$ cat src/rtl/core/gait_sequence_controller_macros.svh
// Assertion macros shared by the gait sequence controller RTL.
`ifndef GAIT_SEQUENCE_CONTROLLER_MACROS_SVH
`define GAIT_SEQUENCE_CONTROLLER_MACROS_SVH

// Same-cycle implication, checked on clk with reset masked.
`define GSC_ASSERT_NOW(label, ante, cons, msg) \
  label: assert property (@(posedge clk) disable iff (!rst_n) (ante) |-> (cons)) \
    else $error(msg);

// Next-cycle implication, checked on clk with reset masked.
`define GSC_ASSERT_NEXT(label, ante, cons, msg) \
  label: assert property (@(posedge clk) disable iff (!rst_n) (ante) |=> (cons)) \
    else $error(msg);

`endif

$ cat src/rtl/core/gsc_pkg.sv
// Shared types and constants of the gait sequence controller.
package gsc_pkg;

  localparam int unsigned IdxW  = 7;
  localparam int unsigned DescW = 22;

  localparam logic [2:0] SEQ_NONE    = 3'd0;
  localparam logic [2:0] SEQ_UP      = 3'd1;
  localparam logic [2:0] SEQ_DOWN    = 3'd2;
  localparam logic [2:0] SEQ_DIRECT  = 3'd3;
  localparam logic [2:0] SEQ_REVERSE = 3'd4;

  localparam logic [1:0] REG_UP      = 2'd0;
  localparam logic [1:0] REG_DOWN    = 2'd1;
  localparam logic [1:0] REG_DIRECT  = 2'd2;
  localparam logic [1:0] REG_REVERSE = 2'd3;

  typedef enum logic [2:0] {
    PH_IDLE   = 3'd0,
    PH_MOVE   = 3'd1,
    PH_WAIT   = 3'd2,
    PH_NEXT   = 3'd3,
    PH_CHANGE = 3'd4
  } phase_t;

  typedef enum logic [1:0] {
    STG_PREPARE = 2'd0,
    STG_MAIN    = 2'd1,
    STG_FINAL   = 2'd2
  } stage_t;

  typedef struct packed {
    logic               func;
    logic               motion_done;
    logic [2:0]         sequence_request;
    logic signed [31:0] curve_in;
    logic signed [31:0] stride_in;
  } gsc_in_t;

  typedef struct packed {
    logic               start_motion;
    logic [5:0]         motion_number;
    logic [2:0]         active_sequence;
    logic               reset_trajectory;
    logic               update_trajectory;
    logic signed [31:0] curve_out;
    logic signed [31:0] stride_out;
    logic               fatal_error;
    logic               body_up;
    logic               busy_res;
  } gsc_out_t;

  // Decoded, saturated descriptor of the running sequence.
  typedef struct packed {
    logic [IdxW-1:0] main_start;
    logic [IdxW-1:0] fin_start;
    logic [IdxW-1:0] total;
    logic            looped;
  } desc_t;

  // Engine status seen by the top level.
  typedef struct packed {
    logic halted;
    logic busy;
  } eng_status_t;

endpackage

$ cat src/rtl/core/gsc_desc_regs.sv
// Descriptor register file with saturating decode of the selected sequence.
module gsc_desc_regs #(
  parameter int unsigned MAX_MOTIONS = 64
) (
  input  logic                          clk,
  input  logic                          rst_n,
  input  logic                          wr_en,
  input  logic [1:0]                    wr_index,
  input  logic [gsc_pkg::DescW-1:0]     wr_data,
  input  logic [2:0]                    sel_seq,
  output gsc_pkg::desc_t                desc
);
  import gsc_pkg::*;

  localparam logic [IdxW-1:0] StartLim = IdxW'(MAX_MOTIONS - 1);
  localparam logic [IdxW-1:0] TotalLim = IdxW'(MAX_MOTIONS);

  logic [DescW-1:0] desc_r [4];
  logic [DescW-1:0] raw;
  logic [IdxW-1:0]  f_main;
  logic [IdxW-1:0]  f_fin;
  logic [IdxW-1:0]  f_total;

  always_ff @(posedge clk) begin
    if (!rst_n) begin
      for (int i = 0; i < 4; i++) begin
        desc_r[i] <= '0;
      end
    end else if (wr_en) begin
      desc_r[wr_index] <= wr_data;
    end
  end

  always_comb begin
    case (sel_seq)
      SEQ_UP:      raw = desc_r[REG_UP];
      SEQ_DOWN:    raw = desc_r[REG_DOWN];
      SEQ_DIRECT:  raw = desc_r[REG_DIRECT];
      SEQ_REVERSE: raw = desc_r[REG_REVERSE];
      default:     raw = '0;
    endcase
  end

  assign f_main  = raw[6:0];
  assign f_fin   = raw[13:7];
  assign f_total = raw[20:14];

  assign desc.main_start = (f_main > StartLim) ? StartLim : f_main;
  assign desc.fin_start  = (f_fin > StartLim) ? StartLim : f_fin;
  assign desc.total      = (f_total > TotalLim) ? TotalLim : f_total;
  assign desc.looped     = raw[21];

endmodule

$ cat src/rtl/core/gsc_engine.sv
// Sequence engine: state registers and single-pass next-state logic.
module gsc_engine (
  input  logic                  clk,
  input  logic                  rst_n,
  input  logic                  fire,
  input  gsc_pkg::gsc_in_t      item,
  input  gsc_pkg::desc_t        desc,
  output logic [2:0]            cur_seq,
  output gsc_pkg::gsc_out_t     res,
  output gsc_pkg::eng_status_t  status
);
  import gsc_pkg::*;

  phase_t          phase_r, phase_nxt;
  stage_t          stage_r, stage_nxt;
  logic [IdxW-1:0] idx_r, idx_nxt;
  logic [2:0]      cur_r, cur_nxt;
  logic [2:0]      pend_r, pend_nxt;
  logic            is_up_r, is_up_nxt;
  logic            halted_r, halted_nxt;
  stage_t          stg_w;
  logic [IdxW-1:0] inc_w;

  always_ff @(posedge clk) begin
    if (!rst_n) begin
      phase_r  <= PH_IDLE;
      stage_r  <= STG_PREPARE;
      idx_r    <= '0;
      cur_r    <= SEQ_DOWN;
      pend_r   <= SEQ_DOWN;
      is_up_r  <= 1'b0;
      halted_r <= 1'b0;
    end else begin
      phase_r  <= phase_nxt;
      stage_r  <= stage_nxt;
      idx_r    <= idx_nxt;
      cur_r    <= cur_nxt;
      pend_r   <= pend_nxt;
      is_up_r  <= is_up_nxt;
      halted_r <= halted_nxt;
    end
  end

  always_comb begin
    phase_nxt  = phase_r;
    stage_nxt  = stage_r;
    idx_nxt    = idx_r;
    cur_nxt    = cur_r;
    pend_nxt   = pend_r;
    is_up_nxt  = is_up_r;
    halted_nxt = halted_r;
    stg_w      = stage_r;
    inc_w      = idx_r + IdxW'(1);
    res        = '0;

    if (fire) begin
      if (item.func) begin
        case (item.sequence_request)
          SEQ_NONE: pend_nxt = SEQ_NONE;
          SEQ_UP: begin
            if (!is_up_r) pend_nxt = SEQ_UP;
          end
          SEQ_DOWN: pend_nxt = SEQ_DOWN;
          SEQ_DIRECT, SEQ_REVERSE: begin
            if (is_up_r) begin
              pend_nxt              = item.sequence_request;
              res.update_trajectory = 1'b1;
              res.curve_out         = item.curve_in;
              res.stride_out        = item.stride_in;
            end
          end
          default: halted_nxt = 1'b1;
        endcase
      end else if (!halted_r) begin
        case (phase_r)
          PH_IDLE: begin
            if (cur_r != pend_r) phase_nxt = PH_CHANGE;
          end
          PH_MOVE: begin
            res.start_motion  = 1'b1;
            res.motion_number = idx_r[5:0];
            phase_nxt         = PH_WAIT;
          end
          PH_WAIT: begin
            if (item.motion_done) phase_nxt = PH_NEXT;
          end
          PH_NEXT: begin
            idx_nxt   = inc_w;
            phase_nxt = PH_MOVE;
            if (stg_w == STG_PREPARE && inc_w >= desc.main_start) stg_w = STG_MAIN;
            if (stg_w == STG_MAIN && inc_w >= desc.fin_start) begin
              if (cur_r != pend_r) begin
                idx_nxt = desc.fin_start;
                stg_w   = STG_FINAL;
              end else if (desc.looped) begin
                idx_nxt = desc.main_start;
              end else begin
                pend_nxt  = SEQ_NONE;
                phase_nxt = PH_CHANGE;
              end
            end
            if (stg_w == STG_FINAL && idx_nxt >= desc.total) phase_nxt = PH_CHANGE;
            stage_nxt = stg_w;
            is_up_nxt = (cur_r != SEQ_DOWN);
          end
          default: begin
            cur_nxt              = pend_r;
            idx_nxt              = '0;
            stage_nxt            = STG_PREPARE;
            phase_nxt            = (pend_r == SEQ_NONE) ? PH_IDLE : PH_MOVE;
            res.reset_trajectory = 1'b1;
          end
        endcase
      end
    end

    res.active_sequence = cur_nxt;
    res.fatal_error     = halted_nxt;
    res.body_up         = is_up_nxt;
    res.busy_res        = (phase_nxt != PH_IDLE);
  end

  assign cur_seq       = cur_r;
  assign status.halted = halted_r;
  assign status.busy   = (phase_r != PH_IDLE);

endmodule

$ cat src/rtl/core/gait_sequence_controller.sv
// An accepted item passes the input register, then the result register, to the result port.
// Throughput: one item per cycle unless the result stalls; the engine steps once per item.
// A stalled result holds the input register; a new transfer is taken once the result moves on.
// Reset (rst_n low, synchronous): descriptors cleared, engine idle on the down sequence,
// body down, no fatal error, both pipeline registers empty.
// Configuration writes are taken every cycle (cfg_ready is always high).
`include "gait_sequence_controller_macros.svh"

module gait_sequence_controller #(
  parameter int unsigned MAX_MOTIONS = 64
) (
  input  logic                       clk,
  input  logic                       rst_n,
  input  logic                       in_valid,
  output logic                       in_stall,
  input  gsc_pkg::gsc_in_t           in_data,
  output logic                       out_valid,
  input  logic                       out_stall,
  output gsc_pkg::gsc_out_t          out_data,
  input  logic                       cfg_valid,
  output logic                       cfg_ready,
  input  logic [1:0]                 cfg_index,
  input  logic [gsc_pkg::DescW-1:0]  cfg_data
);
  import gsc_pkg::*;

  // Input register: one transfer waiting for the engine.
  logic        s1_valid_r, s1_valid_nxt;
  gsc_in_t     s1_data_r;
  // Result register.
  logic        out_valid_r, out_valid_nxt;
  gsc_out_t    out_data_r;

  logic        res_ready;
  logic        fire;
  logic [2:0]  cur_seq;
  desc_t       desc;
  gsc_out_t    res;
  eng_status_t status;
  // Start, trajectory reset and trajectory update pulses of the held result.
  logic [2:0]  res_pulses;

  // Result register can take a new value when empty or being drained this cycle.
  assign res_ready = !out_valid_r || !out_stall;
  // Engine consumes the held item whenever the result side can take it.
  assign fire      = s1_valid_r && res_ready;
  // Stall the input only while a held item cannot advance.
  assign in_stall  = s1_valid_r && !res_ready;
  assign cfg_ready = 1'b1;

  always_comb begin
    s1_valid_nxt = s1_valid_r;
    if (!in_stall) s1_valid_nxt = in_valid;
    out_valid_nxt = out_valid_r;
    if (res_ready) out_valid_nxt = fire;
  end

  always_ff @(posedge clk) begin
    if (!rst_n) begin
      s1_valid_r  <= 1'b0;
      out_valid_r <= 1'b0;
    end else begin
      s1_valid_r  <= s1_valid_nxt;
      out_valid_r <= out_valid_nxt;
    end
  end

  // Payload registers: load on transfer, hold otherwise.
  always_ff @(posedge clk) begin
    if (in_valid && !in_stall) s1_data_r <= in_data;
    if (fire) out_data_r <= res;
  end

  // Descriptors of the four sequences, decoded for the running one.
  gsc_desc_regs #(
    .MAX_MOTIONS (MAX_MOTIONS)
  ) u_desc (
    .clk      (clk),
    .rst_n    (rst_n),
    .wr_en    (cfg_valid && cfg_ready),
    .wr_index (cfg_index),
    .wr_data  (cfg_data),
    .sel_seq  (cur_seq),
    .desc     (desc)
  );

  // Phase/stage engine: advances once per consumed item.
  gsc_engine u_engine (
    .clk     (clk),
    .rst_n   (rst_n),
    .fire    (fire),
    .item    (s1_data_r),
    .desc    (desc),
    .cur_seq (cur_seq),
    .res     (res),
    .status  (status)
  );

  assign out_valid = out_valid_r;
  assign out_data  = out_data_r;

  assign res_pulses = {out_data_r.start_motion, out_data_r.reset_trajectory,
                       out_data_r.update_trajectory};

  // Fatal error never clears once set.
  `GSC_ASSERT_NEXT(a_halt_sticky, status.halted, status.halted, "fatal error cleared")
  // A held input item is never dropped while stalled.
  `GSC_ASSERT_NEXT(a_no_drop, in_stall, s1_valid_r, "stalled input item lost")
  // At most one of start, trajectory reset and trajectory update per result.
  `GSC_ASSERT_NOW(a_one_pulse, out_valid_r, $countones(res_pulses) <= 1, "conflicting pulses")
  // A consumed item always lands in the result register.
  `GSC_ASSERT_NEXT(a_fire_result, fire, out_valid_r, "engine result lost")

endmodule

$ cat config.mk
export PLATFORM = sky130hd
export DESIGN_NAME = gait_sequence_controller
export DESIGN_NICKNAME = d
export VERILOG_FILES = /design/src/rtl/core/gsc_pkg.sv /design/src/rtl/core/gsc_desc_regs.sv /design/src/rtl/core/gsc_engine.sv /design/src/rtl/core/gait_sequence_controller.sv
export VERILOG_INCLUDE_DIRS = /design/src /design/src/rtl/core
export SDC_FILE = /design/constraint.sdc
export NUM_CORES = 1
export LEC_CHECK = 0
export ABC_CLOCK_PERIOD_IN_PS = 21400
export BUFFER_PORTS_ARGS = -buffer_cell sky130_fd_sc_hd__buf_2
export CAP_MARGIN = 5
export CORE_MARGIN = 2
export CORE_UTILIZATION = 60
export DETAILED_ROUTE_END_ITERATION = 16
export PLACE_DENSITY = 0.84
export SLEW_MARGIN = 20
export SYNTH_ARGS = -nofsm -noshare
export SYNTH_HDL_FRONTEND = slang
export SYNTH_SLANG_ARGS = --single-unit
$ cat constraint.sdc
create_clock -name clk -period 21.4 [get_ports clk]
set_input_delay 5.35 -clock clk [delete_from_list [all_inputs] [get_ports clk]]
set_output_delay 5.35 -clock clk [all_outputs]
set_load 0.005 [all_outputs]
=== After elaboration in Yosys (flattened, before gate mapping) ===
Memories as Yosys holds them, arrays and structs flattened.
Cells that the tools add are included.

* Register bits after elaboration: 170
* Memory bits (writable): 88
* Input bits: 98
* Output and inout port bits: 82
* Logic and storage cells: 151
* Memories: 1

{| class="wikitable"
|+ Memories
! memory !! words !! bits a word !! read ports !! clocked after Yosys merged registers in !! write ports !! RTL line !! RTL
|-
| u_desc.desc_r || 4 || 22 || 4 || 0 || 4 || gsc_desc_regs.sv:18 || <nowiki>logic [DescW-1:0] desc_r [4];</nowiki>
|}

* Add/sub/neg operators: 1
* Order comparisons: 6
* Equality and inequality tests: 21
* Multiplexer cells: 65
* Bitwise gates (word level): 4
* Reduce and logical (&&, ||, !) cells: 29

{| class="wikitable"
|+ Operators with widths
! operator !! count
|-
| case mux 22 bit (4 select lines) || 1
|-
| 2-to-1 mux 7 bit || 11
|-
| 2-to-1 mux 65 bit || 1
|-
| 2-to-1 mux 3 bit || 21
|-
| 2-to-1 mux 2 bit || 12
|-
| case mux 3 bit (4 select lines) || 2
|-
| 2-to-1 mux 22 bit || 1
|-
| OR reduction 22 bit || 1
|-
| >= comparator 7 bit || 3
|-
| == test 3 x 2 -> 1 bit, second input constant || 6
|-
| greater-than comparator 7 x 6 -> 1 bit, second input constant || 2
|-
| 2-to-1 mux 1 bit || 14
|-
| case mux 7 bit (2 select lines) || 1
|-
| == test 3 x 1 -> 1 bit, second input constant || 3
|-
| logical NOT 3 bit || 3
|-
| AND reduction 9 bit || 1
|-
| adder 7 x 1 -> 7 bit, second input constant || 1
|-
| greater-than comparator 7 bit, second input constant || 1
|-
| == test 3 bit, second input constant || 2
|-
| logical AND 1 bit || 6
|-
| inequality test 2 bit, second input constant || 3
|-
| inequality test 3 x 2 -> 1 bit, second input constant || 2
|-
| OR reduction 3 bit || 2
|-
| inequality test 5 x 1 -> 1 bit, second input constant || 1
|-
| other kinds (17) || 25
|}

=== Longest topological paths before layout ===
Gate-level depths: netlist (run 1).

* Depth after elaboration: 26
* Depth in mapped cells: 23
* Mapped depth without buffers: 19

=== Cells and area by module ===
A second synthesis (run 1) with hierarchy kept.

* Cell total of the unflattened synthesis: 775
* Area total of the unflattened synthesis: 11075.6 um^2

{| class="wikitable"
|+ By module, submodules not included
! module !! instances !! cells an instance !! area each (um^2) !! seq. area each (um^2)
|-
| gait_sequence_controller || 1 || 158 || 4539.4 || 4484.3
|-
| gsc_desc_regs || 1 || 304 || 4164.0 || 2642.5
|-
| gsc_engine || 1 || 313 || 2372.3 || 400.4
|}

=== Worst setup path before layout (run 1) ===
No wires, ideal clock.

* Path type: input-to-reg
* Start: input out_stall
* End: register u_engine.stage_r[0]
* Setup time: 70 ps
* Arrival: 11011 ps
* Required time: 21330 ps
* Setup slack: 10319 ps
* Stages on the path: 6
* Buffers on the path: 0
* Cells stage by stage: a21boi_1 nand2_1 nor2_1 a21boi_1 o21ai_0 a21oi_1

* Word-level cells in the longest chain between the ends: 4

{| class="wikitable"
|+ RTL lines
! element !! RTL line !! RTL
|-
| start, declared || gait_sequence_controller.sv:18 || <nowiki>input logic out_stall,</nowiki>
|-
| logical NOT 1 bit || gait_sequence_controller.sv:44 || <nowiki>assign res_ready = !out_valid_r || !out_stall;</nowiki>
|-
| logical OR 1 bit || gait_sequence_controller.sv:44 ||
|-
| logical AND 1 bit || gait_sequence_controller.sv:46 || <nowiki>assign fire = s1_valid_r && res_ready;</nowiki>
|-
| AND reduction 4 bit (no line) || n/a ||
|-
| end signal, assigned || gsc_engine.sv:35 || <nowiki>stage_r <= stage_nxt;</nowiki>
|-
| end, declared || gsc_engine.sv:15 || <nowiki>stage_t stage_r, stage_nxt;</nowiki>
|}

Every way passes these cells.
A chain may end at the register's enable or synchronous reset.

=== Worst setup path after layout (run 1) ===
* Start: input out_stall
* End: output in_stall

* Word-level cells in the longest chain between the ends: 4

{| class="wikitable"
|+ RTL lines
! element !! RTL line !! RTL
|-
| logical NOT 1 bit || gait_sequence_controller.sv:44 ||
|-
| logical OR 1 bit || gait_sequence_controller.sv:44 ||
|-
| logical NOT 1 bit || gait_sequence_controller.sv:48 || <nowiki>assign in_stall = s1_valid_r && !res_ready;</nowiki>
|-
| logical AND 1 bit || gait_sequence_controller.sv:48 ||
|-
| end, declared || gait_sequence_controller.sv:15 || <nowiki>output logic in_stall,</nowiki>
|}

Every way passes these cells.

==> impl_metrics.json, run 1 <==
{
  "antenna_found_initial": 2,
  "pin_count_of_the_biggest_net_entering_global_routing": 86,
  "layout_commonest_cell": "sky130_fd_sc_hd__edfxtp_1",
  "worst_slew_margin_rel_pct": 27.7,
  "synth.area.top_cells": "sky130_fd_sc_hd__edfxtp_1, sky130_fd_sc_hd__and2_1, sky130_fd_sc_hd__dfxtp_1, sky130_fd_sc_hd__a22oi_1, sky130_fd_sc_hd__ha_1",
  "critical_path.max_fanout": 3,
  "leakage_nw": 5.03,
  "number_of_buffers_inserted_by_hold_repair_at_cts": 0,
  "clock_latency_ns": 0.52,
  "row_count": 48,
  "synth_seq_area_share_pct": 71.3,
  "start_point_of_the_worst_min_delay_path": "u_engine.stage_r[1]",
  "synth_edf_count": 236,
  "worst_slew_pin_slew_ns": 1.08,
  "setup_violations": 0,
  "clk_pin_slew_worst_paths_ns": 0.06,
  "postSynthAreaPerCell_um2": 14.6,
  "arrival_worst_endpoint_ns": 5.87,
  "gpl.final_weighted_congestion": 0.828,
  "final.fill_count": 1038,
  "min_period_over_period_pct": 52.4,
  "worst_r2r_path_depth": 19,
  "final_cells": 1149,
  "floorplan.io_pins": 180,
  "maxCapViolations": 0,
  "grt_pass1_wl_um": 34400,
  "cts_tree": "done",
  "met2WireLength_um": 11700,
  "detail_route_antenna_nets": 0,
  "postCtsSetupRepairBufs": 0,
  "drt-total-wl_um": 22700,
  "clock_tree.root_cell": "sky130_fd_sc_hd__clkbuf_16",
  "place_area_um2": 11700,
  "grt_setup_unrepaired": "false",
  "worstHoldEndpoint": "u_engine.stage_r[1]",
  "tritoncts_num_sinks": 258,
  "fp.dieW_um": 137,
  "yosysUniqueCellTypes": 55,
  "place_ws_ns": 10.17,
  "cts_repair_resize_count": 0,
  "fp.dieH_um": 137,
  "worst_setup_path_start_kind": "primary input",
  "outcome": "completed",
  "synth_top_area_share_pct": 67.1,
  "yosys_register_bits": 258,
  "critical_path.reg2reg.endpoint": "out_data[0]",
  "route.detailed.drc": 0,
  "vias": 6592,
  "drt_iter0_markers": 547,
  "vias_in_the_first_global_route": 6367,
  "power_per_cell_area_nw_per_um2": 83.0,
  "post_drt_via_cell_ratio": 5.74,
  "worstHoldPathType": "flop to flop",
  "post-route-cell-area_um2": 12500,
  "detail_route.wirelength.met1_um": 8520,
  "grt_util_all_layers_pct": 24.2,
  "final_critical_path_setup_slack_ns": 10.18,
  "clock_skews_ns": 0.00997,
  "synth_warnings": 0,
  "final_period_minus_worst_setup_slack_ns": 11.22,
  "route.met3.wl_um": 1890,
  "synthesized_instance_count": 723,
  "hold-path-cell-count": 2,
  "top_layer_used": "met4",
  "setup.worst_path.start": "out_stall",
  "multiInputGateArea_um2": 2910,
  "core_region_area_um2": 17200,
  "r2r-start": "u_engine.cur_seq[1]",
  "fmax_mhz": 89.1,
  "ff2ff_setup_slack_ns": 15.52,
  "numCtsBuffers": 25,
  "clock_path_buffers": 3,
  "cp-end-kind": "output port",
  "hold_violations": 0,
  "start_util_pct": 61.3,
  "area_enclosed_by_the_die_boundary_um2": 18700,
  "final_nets": 1024,
  "power.ir.vdd_worst_mv": 0.0637,
  "finalSetupTns_ns": 0,
  "number_of_max_slew_violations_in_the_final_report": 0,
  "drtPass1Iterations": 5,
  "criticalPathCategory": "primary input to output port",
  "asyncSetResetFlopFracSynth_pct": 0,
  "critPathRequiredTime_ns": 16.05,
  "dp.final_hpwl_um": 15000,
  "detail_route.wl_per_cell_um": 19.7,
  "most-common-layout-cells": "sky130_fd_sc_hd__edfxtp_1, sky130_fd_sc_hd__buf_2, sky130_fd_sc_hd__and2_1",
  "grt_overflow": 0,
  "io_buffer_count": 178,
  "synthDominantAreaCellType": "sky130_fd_sc_hd__edfxtp_1",
  "cts.htree.levels": 1,
  "dominantRegCellSynth": "sky130_fd_sc_hd__edfxtp_1",
  "fraction_of_layout_instances_using_a_drive_strength_above_1_pct": 26.8,
  "syn2layout_area_growth_pct": 18.1,
  "dp.cells": 1102,
  "layout.area.seq_um2": 7530,
  "netlist_area_um2": 10600,
  "finalPower_mw": 1.04
}
[power by group]
group | switching (mW) | internal, mW | total, mW
logic | 0.0311 | 0.0189 | 0.0500
registers | 0.00782 | 0.578 | 0.586
clock network | 0.173 | 0.227 | 0.400
[registers in the layout (all words and copies together), names as in the netlist]
register / cells
out_data: 79
out_valid: 1
s1_data_r: 69
s1_valid_r: 1
u_desc.desc_r: 88
u_engine.cur_seq: 3
u_engine.halted_r: 1
u_engine.idx_r: 7
u_engine.is_up_r: 1
u_engine.pend_r: 3
u_engine.phase_r: 3
u_engine.stage_r: 2
[cell usage after synthesis (11+ instances only)]
cell type and n:
sky130_fd_sc_hd__a22oi_1 37, sky130_fd_sc_hd__ha_1 22, sky130_fd_sc_hd__nand2_1 32, sky130_fd_sc_hd__and3_1 40, sky130_fd_sc_hd__nand3_1 15, sky130_fd_sc_hd__nor2_1 18
sky130_fd_sc_hd__edfxtp_1 236, sky130_fd_sc_hd__and2_1 142, sky130_fd_sc_hd__clkbuf_1 24, sky130_fd_sc_hd__a21oi_1 15, sky130_fd_sc_hd__a22o_1 11, sky130_fd_sc_hd__dfxtp_1 22
[worst max-delay path: stages]
cell and delay [ns]:
sky130_fd_sc_hd__buf_2 0.12, sky130_fd_sc_hd__and3_1 0.25, sky130_fd_sc_hd__buf_2 0.14
[layout make-up]
type / count / share of cell area, %
inverters: 4 / 0.120
repair buffers: 190 / 7.86
flip-flops and latches: 258 / 60.3
multi-input cells: 425 / 23.3
clock buffers: 36 / 5.59
diodes: 2 / 0.0401
clock inverters: 9 / 0.481
well taps: 225 / 2.26
[metal layers]
| layer | vias up | GRT usage, % |
|---|---|---|
| li1 | 3077 | - |
| met1 | 3167 | 31.1 |
| met2 | 305 | 42.6 |
| met3 | 43 | 4.52 |
| met4 | 0 | 6.48 |
| met5 | - | 0 |
[how the worst max path moves through the flow]
| stage | endpoint | slack (ns) | cells past startpoint |
|---|---|---|---|
| 6_report | in_stall | 10.18 | 3 |
| 5_1_grt | in_stall | 10.13 | 3 |
| 4_1_cts | in_stall | 10.17 | 3 |
| 3_5_place_dp | in_stall | 10.17 | 3 |
| 3_3_place_gp | in_stall | 10.19 | 3 |
| 2_1_floorplan | u_engine.stage_r[0] | 10.32 | 6 |
[through the flow]
step / hold slack (ns) / util [%]
3_3_place_gp: 0.469 / 67.9
2_1_floorplan: 0.445 / -
3_5_place_dp: 0.479 / 67.9
4_1_cts: 0.488 / 72.3
5_1_grt: 0.520 / 72.4
6_report: 0.486 / 72.4
[logic make-up after synthesis]
group	count (synthesis)	synth area share, %
and+or+nand+nor	277	15.3
adders and majority gates	22	2.61
xor gates and xnor gates	8	0.663
other	1	0.0355
AOI/OAI and AO/OA	110	7.88
muxes	5	0.509
buffers and inverters	42	1.79
DFF	258	71.3
(Power assumes the default switching activity.)
==> run 2, diff against run 1 <==
--- a/config.mk
+++ b/config.mk
@@ -6,13 +6,14 @@
 export SDC_FILE = /design/constraint.sdc
 export NUM_CORES = 1
 export LEC_CHECK = 0
-export ABC_CLOCK_PERIOD_IN_PS = 21400
+export ABC_AREA = 1
+export ABC_CLOCK_PERIOD_IN_PS = 10120
 export BUFFER_PORTS_ARGS = -buffer_cell sky130_fd_sc_hd__buf_2
 export CAP_MARGIN = 5
 export CORE_MARGIN = 2
-export CORE_UTILIZATION = 60
+export CORE_UTILIZATION = 51
 export DETAILED_ROUTE_END_ITERATION = 16
-export PLACE_DENSITY = 0.84
+export PLACE_DENSITY = 0.76
 export SLEW_MARGIN = 20
 export SYNTH_ARGS = -nofsm -noshare
 export SYNTH_HDL_FRONTEND = slang
==> constraint.sdc (replaced) <==
create_clock -name clk -period 10.12 [get_ports clk]
set_input_delay 2.53 -clock clk [delete_from_list [all_inputs] [get_ports clk]]
set_output_delay 2.53 -clock clk [all_outputs]
set_load 0.005 [all_outputs]
==> run 2 against run 1 <==
  * Worst hold slack worse by 0.011 ns
  * Wire length is 2.6% higher
  * Critical path depth is 1 higher
  * Non-clock buffer count is 4 lower
  * Clock skew is 0.0032 ns lower
  * Synthesized area is 4.4% higher
  * Die area is 22% higher
  * Utilization is 11 points lower
  * Largest cell class unchanged
==> impl_metrics.json, run 2 <==
{
  "tritoncts_num_sinks": 258,
  "grt_util_all_layers_pct": 20.1,
  "fmax_mhz": 182,
  "clk_pin_slew_worst_paths_ns": 0.06,
  "postCtsSetupRepairBufs": 0,
  "gpl.final_weighted_congestion": 0.908,
  "synth_top_area_share_pct": 64.3,
  "cts_tree": "done",
  "dominantRegCellSynth": "sky130_fd_sc_hd__edfxtp_1",
  "area_enclosed_by_the_die_boundary_um2": 22800,
  "cts.htree.levels": 1,
  "fp.dieW_um": 151,
  "core_region_area_um2": 21100,
  "clock_path_buffers": 3,
  "min_period_over_period_pct": 54.4,
  "clock_tree.root_cell": "sky130_fd_sc_hd__clkbuf_16",
  "finalPower_mw": 2.25,
  "final_critical_path_setup_slack_ns": 4.62,
  "detail_route_antenna_nets": 0,
  "cp-end-kind": "output port",
  "numCtsBuffers": 26,
  "yosys_register_bits": 258,
  "seq_power_share_pct": 55.1,
  "outcome": "completed",
  "setup_violations": 0,
  "worst_slew_pin_slew_ns": 1.06,
  "post_drt_via_cell_ratio": 5.00,
  "worst_slew_margin_rel_pct": 28.9,
  "critPathRequiredTime_ns": 7.59,
  "cts_repair_resize_count": 0,
  "fp.dieH_um": 151,
  "maxCapViolations": 0,
  "antenna_found_initial": 0,
  "detail_route.wl_per_cell_um": 15.8,
  "route.detailed.drc": 0,
  "grt_overflow": 0,
  "syn2layout_area_growth_pct": 17.4,
  "clock_skews_ns": 0.00673,
  "postSynthAreaPerCell_um2": 11.1,
  "finalSetupTns_ns": 0,
  "post-route-cell-area_um2": 12900,
  "arrival_worst_endpoint_ns": 2.97,
  "post-synth-top-count-cell": "sky130_fd_sc_hd__edfxtp_1",
  "worstHoldPathType": "flop to flop",
  "final_period_minus_worst_setup_slack_ns": 5.50,
  "criticalPathCategory": "primary input to output port",
  "worst_setup_path_start_kind": "primary input",
  "synth.area.top_cells": "sky130_fd_sc_hd__edfxtp_1, sky130_fd_sc_hd__inv_1, sky130_fd_sc_hd__nor2_1, sky130_fd_sc_hd__dfxtp_1, sky130_fd_sc_hd__nand2_1",
  "layout_commonest_cell": "sky130_fd_sc_hd__edfxtp_1",
  "netlist_area_um2": 11000,
  "pin_count_of_the_biggest_net_entering_global_routing": 82,
  "max_flop_register": "u_desc.desc_r",
  "place_area_um2": 12200,
  "cell_internal_pwr_mw": 1.76,
  "grt_setup_unrepaired": "false",
  "asyncSetResetFlopFracSynth_pct": 0,
  "drtPass1Iterations": 5,
  "vias": 7350,
  "number_of_buffers_inserted_by_hold_repair_at_cts": 0,
  "pwr-share-comb_pct": 6.1,
  "hold_violations": 0,
  "synth_edf_count": 236,
  "number_of_max_slew_violations_in_the_final_report": 0,
  "leakage_nw": 5.75,
  "power_per_cell_area_nw_per_um2": 174,
  "vias_in_the_first_global_route": 7155,
  "yosysUniqueCellTypes": 44,
  "synth_warnings": 0,
  "power.ir.vdd_worst_mv": 0.117,
  "grt_pass1_wl_um": 35700,
  "synth_seq_area_share_pct": 68.3,
  "dp.final_hpwl_um": 15500,
  "critical_path.max_fanout": 3,
  "drt-total-wl_um": 23200,
  "final_nets": 1296,
  "floorplan.io_pins": 180,
  "synthDominantAreaCellType": "sky130_fd_sc_hd__edfxtp_1",
  "postLayoutCoreUtil_pct": 61.4,
  "fraction_of_layout_instances_using_a_drive_strength_above_1_pct": 21.4,
  "clock_latency_ns": 0.53,
  "start_util_pct": 52.3,
  "place_ws_ns": 4.63,
  "largest_register_ffs": 88,
  "row_count": 53,
  "most-common-layout-cells": "sky130_fd_sc_hd__edfxtp_1, sky130_fd_sc_hd__inv_1, sky130_fd_sc_hd__nor2_1",
  "power_switching_share_pct": 21.6,
  "synthesized_instance_count": 992,
  "power.clock.fraction_pct": 38.7,
  "total_switching_power_uw": 485,
  "synth_common_cells": "sky130_fd_sc_hd__edfxtp_1, sky130_fd_sc_hd__inv_1, sky130_fd_sc_hd__nor2_1",
  "io_buffer_count": 178,
  "drt_iter0_markers": 560
}
run 2: final cells by class:
type / count / area (um^2)
Multi-Input combinational cell: 505 / 2600
Antenna cell: 3 / 7.51
Timing Repair Buffer: 186 / 951
Fill cell: 1681 / 8140
Sequential cell: 258 / 7530
Tap cell: 275 / 344
Inverter: 199 / 749
Clock inverter: 15 / 104
Clock buffer: 30 / 666
run 2: per-layer routing:
layer	track usage, %	wire length [um]
met3	2.77	1390
met1	25.8	9400
met2	35.0	11800
met5	0	0
met4	6.92	626
run 2: metrics by stage:
stage / std cells / hold slack (ns)
floorplan: 994 / 0.445
global route: 1468 / 0.502
detailed placement: 1423 / 0.470
CTS: 1468 / 0.479
global placement: 1423 / 0.455
finish: 1471 / 0.475
run 2: power by group through the flow:
stage          registers [mW]  clock network [mW]  logic, mW
6_report                 1.24               0.871      0.138
4_1_cts                  1.24               0.882      0.138
3_3_place_gp             1.26                   0      0.133
3_5_place_dp             1.26                   0      0.137
5_1_grt                  1.24               0.926      0.155
2_1_floorplan            1.26                   0     0.0774
run 2: cell families (layout without fill, tap and decap cells):
family / count (synthesis) / after routing / synth area share (%)
other: 1 / 6 / 0.0340
AOI/OAI and AO/OA: 97 / 97 / 5.97
xor gates and xnor gates: 6 / 6 / 0.477
adders and majority gates: 22 / 22 / 2.50
and+or+nand+nor: 377 / 377 / 14.3
DFF: 258 / 258 / 68.3
buffers and inverters: 231 / 430 / 8.39
run 2: worst paths after layout:
check	start	endpoint	slack, ns	depth (start not counted)
worst min-delay path	u_engine.stage_r[0]	u_engine.stage_r[0]	0.47	2
worst min register to register	u_engine.stage_r[0]	u_engine.stage_r[0]	0.47	2
worst max register to register	u_engine.cur_seq[2]	out_data[0]	5.19	28
worst max-delay path	out_stall	in_stall	4.62	4
run 2: worst max-delay path: stages:
cell                      delay, ns
sky130_fd_sc_hd__buf_2         0.08
sky130_fd_sc_hd__nand2_1       0.08
sky130_fd_sc_hd__nor2_1        0.15
sky130_fd_sc_hd__buf_2         0.14
==> run 3, diff against run 2 <==
--- a/config.mk
+++ b/config.mk
@@ -7,13 +7,13 @@
 export NUM_CORES = 1
 export LEC_CHECK = 0
 export ABC_AREA = 1
-export ABC_CLOCK_PERIOD_IN_PS = 10120
+export ABC_CLOCK_PERIOD_IN_PS = 5200
 export BUFFER_PORTS_ARGS = -buffer_cell sky130_fd_sc_hd__buf_2
 export CAP_MARGIN = 5
 export CORE_MARGIN = 2
-export CORE_UTILIZATION = 51
+export CORE_UTILIZATION = 56
 export DETAILED_ROUTE_END_ITERATION = 16
-export PLACE_DENSITY = 0.76
+export PLACE_DENSITY = 0.79
 export SLEW_MARGIN = 20
 export SYNTH_ARGS = -nofsm -noshare
 export SYNTH_HDL_FRONTEND = slang
==> constraint.sdc (replaced) <==
create_clock -name clk -period 5.2 [get_ports clk]
set_input_delay 1.3 -clock clk [delete_from_list [all_inputs] [get_ports clk]]
set_output_delay 1.3 -clock clk [all_outputs]
set_load 0.005 [all_outputs]
==> run 3 against run 2 <==
  * Die area is 8.7% lower
  * Wire length is 2.7% lower
  * Final cell count is 0.14% lower
  * Global-route usage is 1.2 points higher
  * Via count is 1.2% higher
  * Critical path type is now flop to flop
  * Largest power group unchanged
==> impl_metrics.json, run 3 (synthesis results as in run 2) <==
{
  "outcome": "completed",
  "most-common-layout-cells": "sky130_fd_sc_hd__edfxtp_1, sky130_fd_sc_hd__inv_1, sky130_fd_sc_hd__nor2_1",
  "worstHoldPathType": "flop to flop",
  "dp.cells": 1419,
  "number_of_max_slew_violations_in_the_final_report": 0,
  "dp.final_hpwl_um": 15400,
  "worstHoldEndpoint": "u_engine.stage_r[0]",
  "largest_register_ffs": 88,
  "grt_setup_unrepaired": "false",
  "worst_r2r_path_depth": 25,
  "core_region_area_um2": 19400,
  "cp-end-kind": "flop",
  "clock_tree.root_cell": "sky130_fd_sc_hd__clkbuf_16",
  "power_per_cell_area_nw_per_um2": 342,
  "power.ir.vdd_worst_mv": 0.248,
  "place_ws_ns": 0.654,
  "post_drt_via_cell_ratio": 5.06,
  "final_cells": 1469,
  "hold_violations": 0,
  "tritoncts_num_sinks": 258,
  "fraction_of_layout_instances_using_a_drive_strength_above_1_pct": 21.9,
  "criticalPathCategory": "flop to flop",
  "start_util_pct": 56.8,
  "setup_violations": 0,
  "finalPower_mw": 4.46,
  "critical_path.reg2reg.endpoint": "out_data[0]",
  "ff2ff_setup_slack_ns": 0.55,
  "drt-total-wl_um": 22600,
  "number_of_buffers_inserted_by_hold_repair_at_cts": 0,
  "maxCapViolations": 0,
  "max_flop_register": "u_desc.desc_r",
  "hold-path-cell-count": 2,
  "worst_slew_pin_slew_ns": 1.02,
  "row_count": 51,
  "min_period_over_period_pct": 89.5,
  "grt_overflow": 0,
  "io_buffer_count": 178,
  "cts_repair_resize_count": 0,
  "clock_skews_ns": 0.0217,
  "final_period_minus_worst_setup_slack_ns": 4.65,
  "post-route-cell-area_um2": 13000,
  "leakage_nw": 5.81,
  "clk_pin_slew_worst_paths_ns": 0.06,
  "pin_count_of_the_biggest_net_entering_global_routing": 81,
  "clock_latency_ns": 0.55,
  "final_critical_path_setup_slack_ns": 0.547,
  "vias_in_the_first_global_route": 7061,
  "cts_tree": "done",
  "area_enclosed_by_the_die_boundary_um2": 20800,
  "start_point_of_the_worst_min_delay_path": "u_engine.stage_r[0]",
  "fp.dieW_um": 144,
  "floorplan.io_pins": 180,
  "gpl.final_weighted_congestion": 0.869,
  "grt_pass1_wl_um": 34500,
  "detail_route.wl_per_cell_um": 15.4,
  "syn2layout_area_growth_pct": 18.1,
  "place_area_um2": 12200,
  "route.detailed.drc": 0,
  "detail_route_antenna_nets": 0,
  "postCtsSetupRepairBufs": 0,
  "drt_iter0_markers": 568,
  "antenna_found_initial": 0,
  "clock_path_buffers": 3,
  "critPathRequiredTime_ns": 5.49,
  "worst_slew_margin_rel_pct": 32.2,
  "numCtsBuffers": 27,
  "r2r-start": "u_engine.cur_seq[2]",
  "drtPass1Iterations": 6,
  "critical_path.max_fanout": 17,
  "worst_setup_path_start_kind": "flop",
  "fp.dieH_um": 144,
  "final_nets": 1303,
  "cts.htree.levels": 1,
  "grt_util_all_layers_pct": 21.3,
  "arrival_worst_endpoint_ns": 4.95,
  "vias": 7436,
  "finalSetupTns_ns": 0,
  "layout_commonest_cell": "sky130_fd_sc_hd__edfxtp_1",
  "fmax_mhz": 215
}
## run 3: changes by cell type in the layout (fill, tap and decap cells not counted)
cell	previous run	this run
sky130_fd_sc_hd__clkinv_8	1	0
sky130_fd_sc_hd__clkbuf_16	26	27
sky130_fd_sc_hd__clkinv_4	0	1
sky130_fd_sc_hd__a211oi_2	1	0
sky130_fd_sc_hd__clkinv_2	5	6
sky130_fd_sc_hd__inv_16	0	1
sky130_fd_sc_hd__clkinvlp_2	1	0
sky130_fd_sc_hd__inv_6	0	1
sky130_fd_sc_hd__a211oi_1	8	9
sky130_fd_sc_hd__diode_2	3	2
sky130_fd_sc_hd__buf_4	8	14
## run 3: layout make-up
class	count	area (um^2)
flip-flops and latches	258	7530
fillers	1476	6380
multi-input cells	505	2590
repair buffers	192	996
inverters	199	749
clock buffers	31	691
well taps	265	332
clock inverters	17	125
diodes	2	5.00
## run 3: stage by stage
stage | hold slack (ns) | utilization, %
6_report | 0.471 | 67.1
5_1_grt | 0.505 | 67.1
4_1_cts | 0.468 | 67.1
3_5_place_dp | 0.460 | 62.9
3_3_place_gp | 0.459 | 62.9
2_1_floorplan | 0.445 | -
## run 3: per-layer routing
| layer | vias to the layer above | GRT usage, % | routed length, um |
|---|---|---|---|
| met1 | 3463 | 27.0 | 9120 |
| met2 | 265 | 36.7 | 11300 |
| met3 | 50 | 3.15 | 1390 |
| met4 | 0 | 9.15 | 790 |
| met5 | - | 0 | 0 |
| li1 | 3658 | - | - |
## run 3: worst max path at each step
stage / cells after the start / endpoint / slack, ns / from
finish: 25 / out_data[0] / 0.55 / u_engine.cur_seq[2]
global route: 25 / out_data[0] / 0.18 / u_engine.cur_seq[2]
CTS: 25 / out_data[0] / 0.62 / u_engine.cur_seq[2]
detailed placement: 25 / out_data[0] / 0.65 / u_engine.cur_seq[2]
global placement: 25 / out_data[0] / 0.82 / u_engine.cur_seq[2]
floorplan: 10 / out_data[0] / 0.38 / out_stall
## run 3: where the power goes
part / total [mW] / switching [mW] / leakage [nW] / internal [mW]
Clock: 1.77 / 0.770 / 0.398 / 1.00
Combinational: 0.271 / 0.178 / 2.94 / 0.0927
Sequential: 2.41 / 0.0317 / 2.47 / 2.38
Total: 4.46 / 0.980 / 5.81 / 3.48
## run 3: critical path, cell delays in order, from the launching register on
cell                       delay (ns)
sky130_fd_sc_hd__dfxtp_1         0.53
sky130_fd_sc_hd__inv_2           0.07
sky130_fd_sc_hd__nand3_2         0.31
sky130_fd_sc_hd__o22ai_1         0.15
sky130_fd_sc_hd__a221oi_2        0.53
sky130_fd_sc_hd__nand2_1         0.20
sky130_fd_sc_hd__inv_1           0.10
sky130_fd_sc_hd__ha_1            0.26
sky130_fd_sc_hd__a21oi_1         0.15
sky130_fd_sc_hd__o21a_1          0.13
sky130_fd_sc_hd__nand3_1         0.12
sky130_fd_sc_hd__nand2_2         0.15
sky130_fd_sc_hd__inv_1           0.16
sky130_fd_sc_hd__nand3_1         0.11
sky130_fd_sc_hd__nor2_1          0.05
sky130_fd_sc_hd__or2_1           0.23
sky130_fd_sc_hd__ha_1            0.32
sky130_fd_sc_hd__a21oi_1         0.13
sky130_fd_sc_hd__o21a_1          0.12
sky130_fd_sc_hd__o211ai_1        0.09
sky130_fd_sc_hd__nand2_1         0.11
sky130_fd_sc_hd__nand2_1         0.06
sky130_fd_sc_hd__nand2_1         0.05
sky130_fd_sc_hd__nand2_1         0.07
sky130_fd_sc_hd__a21oi_1         0.13
sky130_fd_sc_hd__nand2_1         0.06
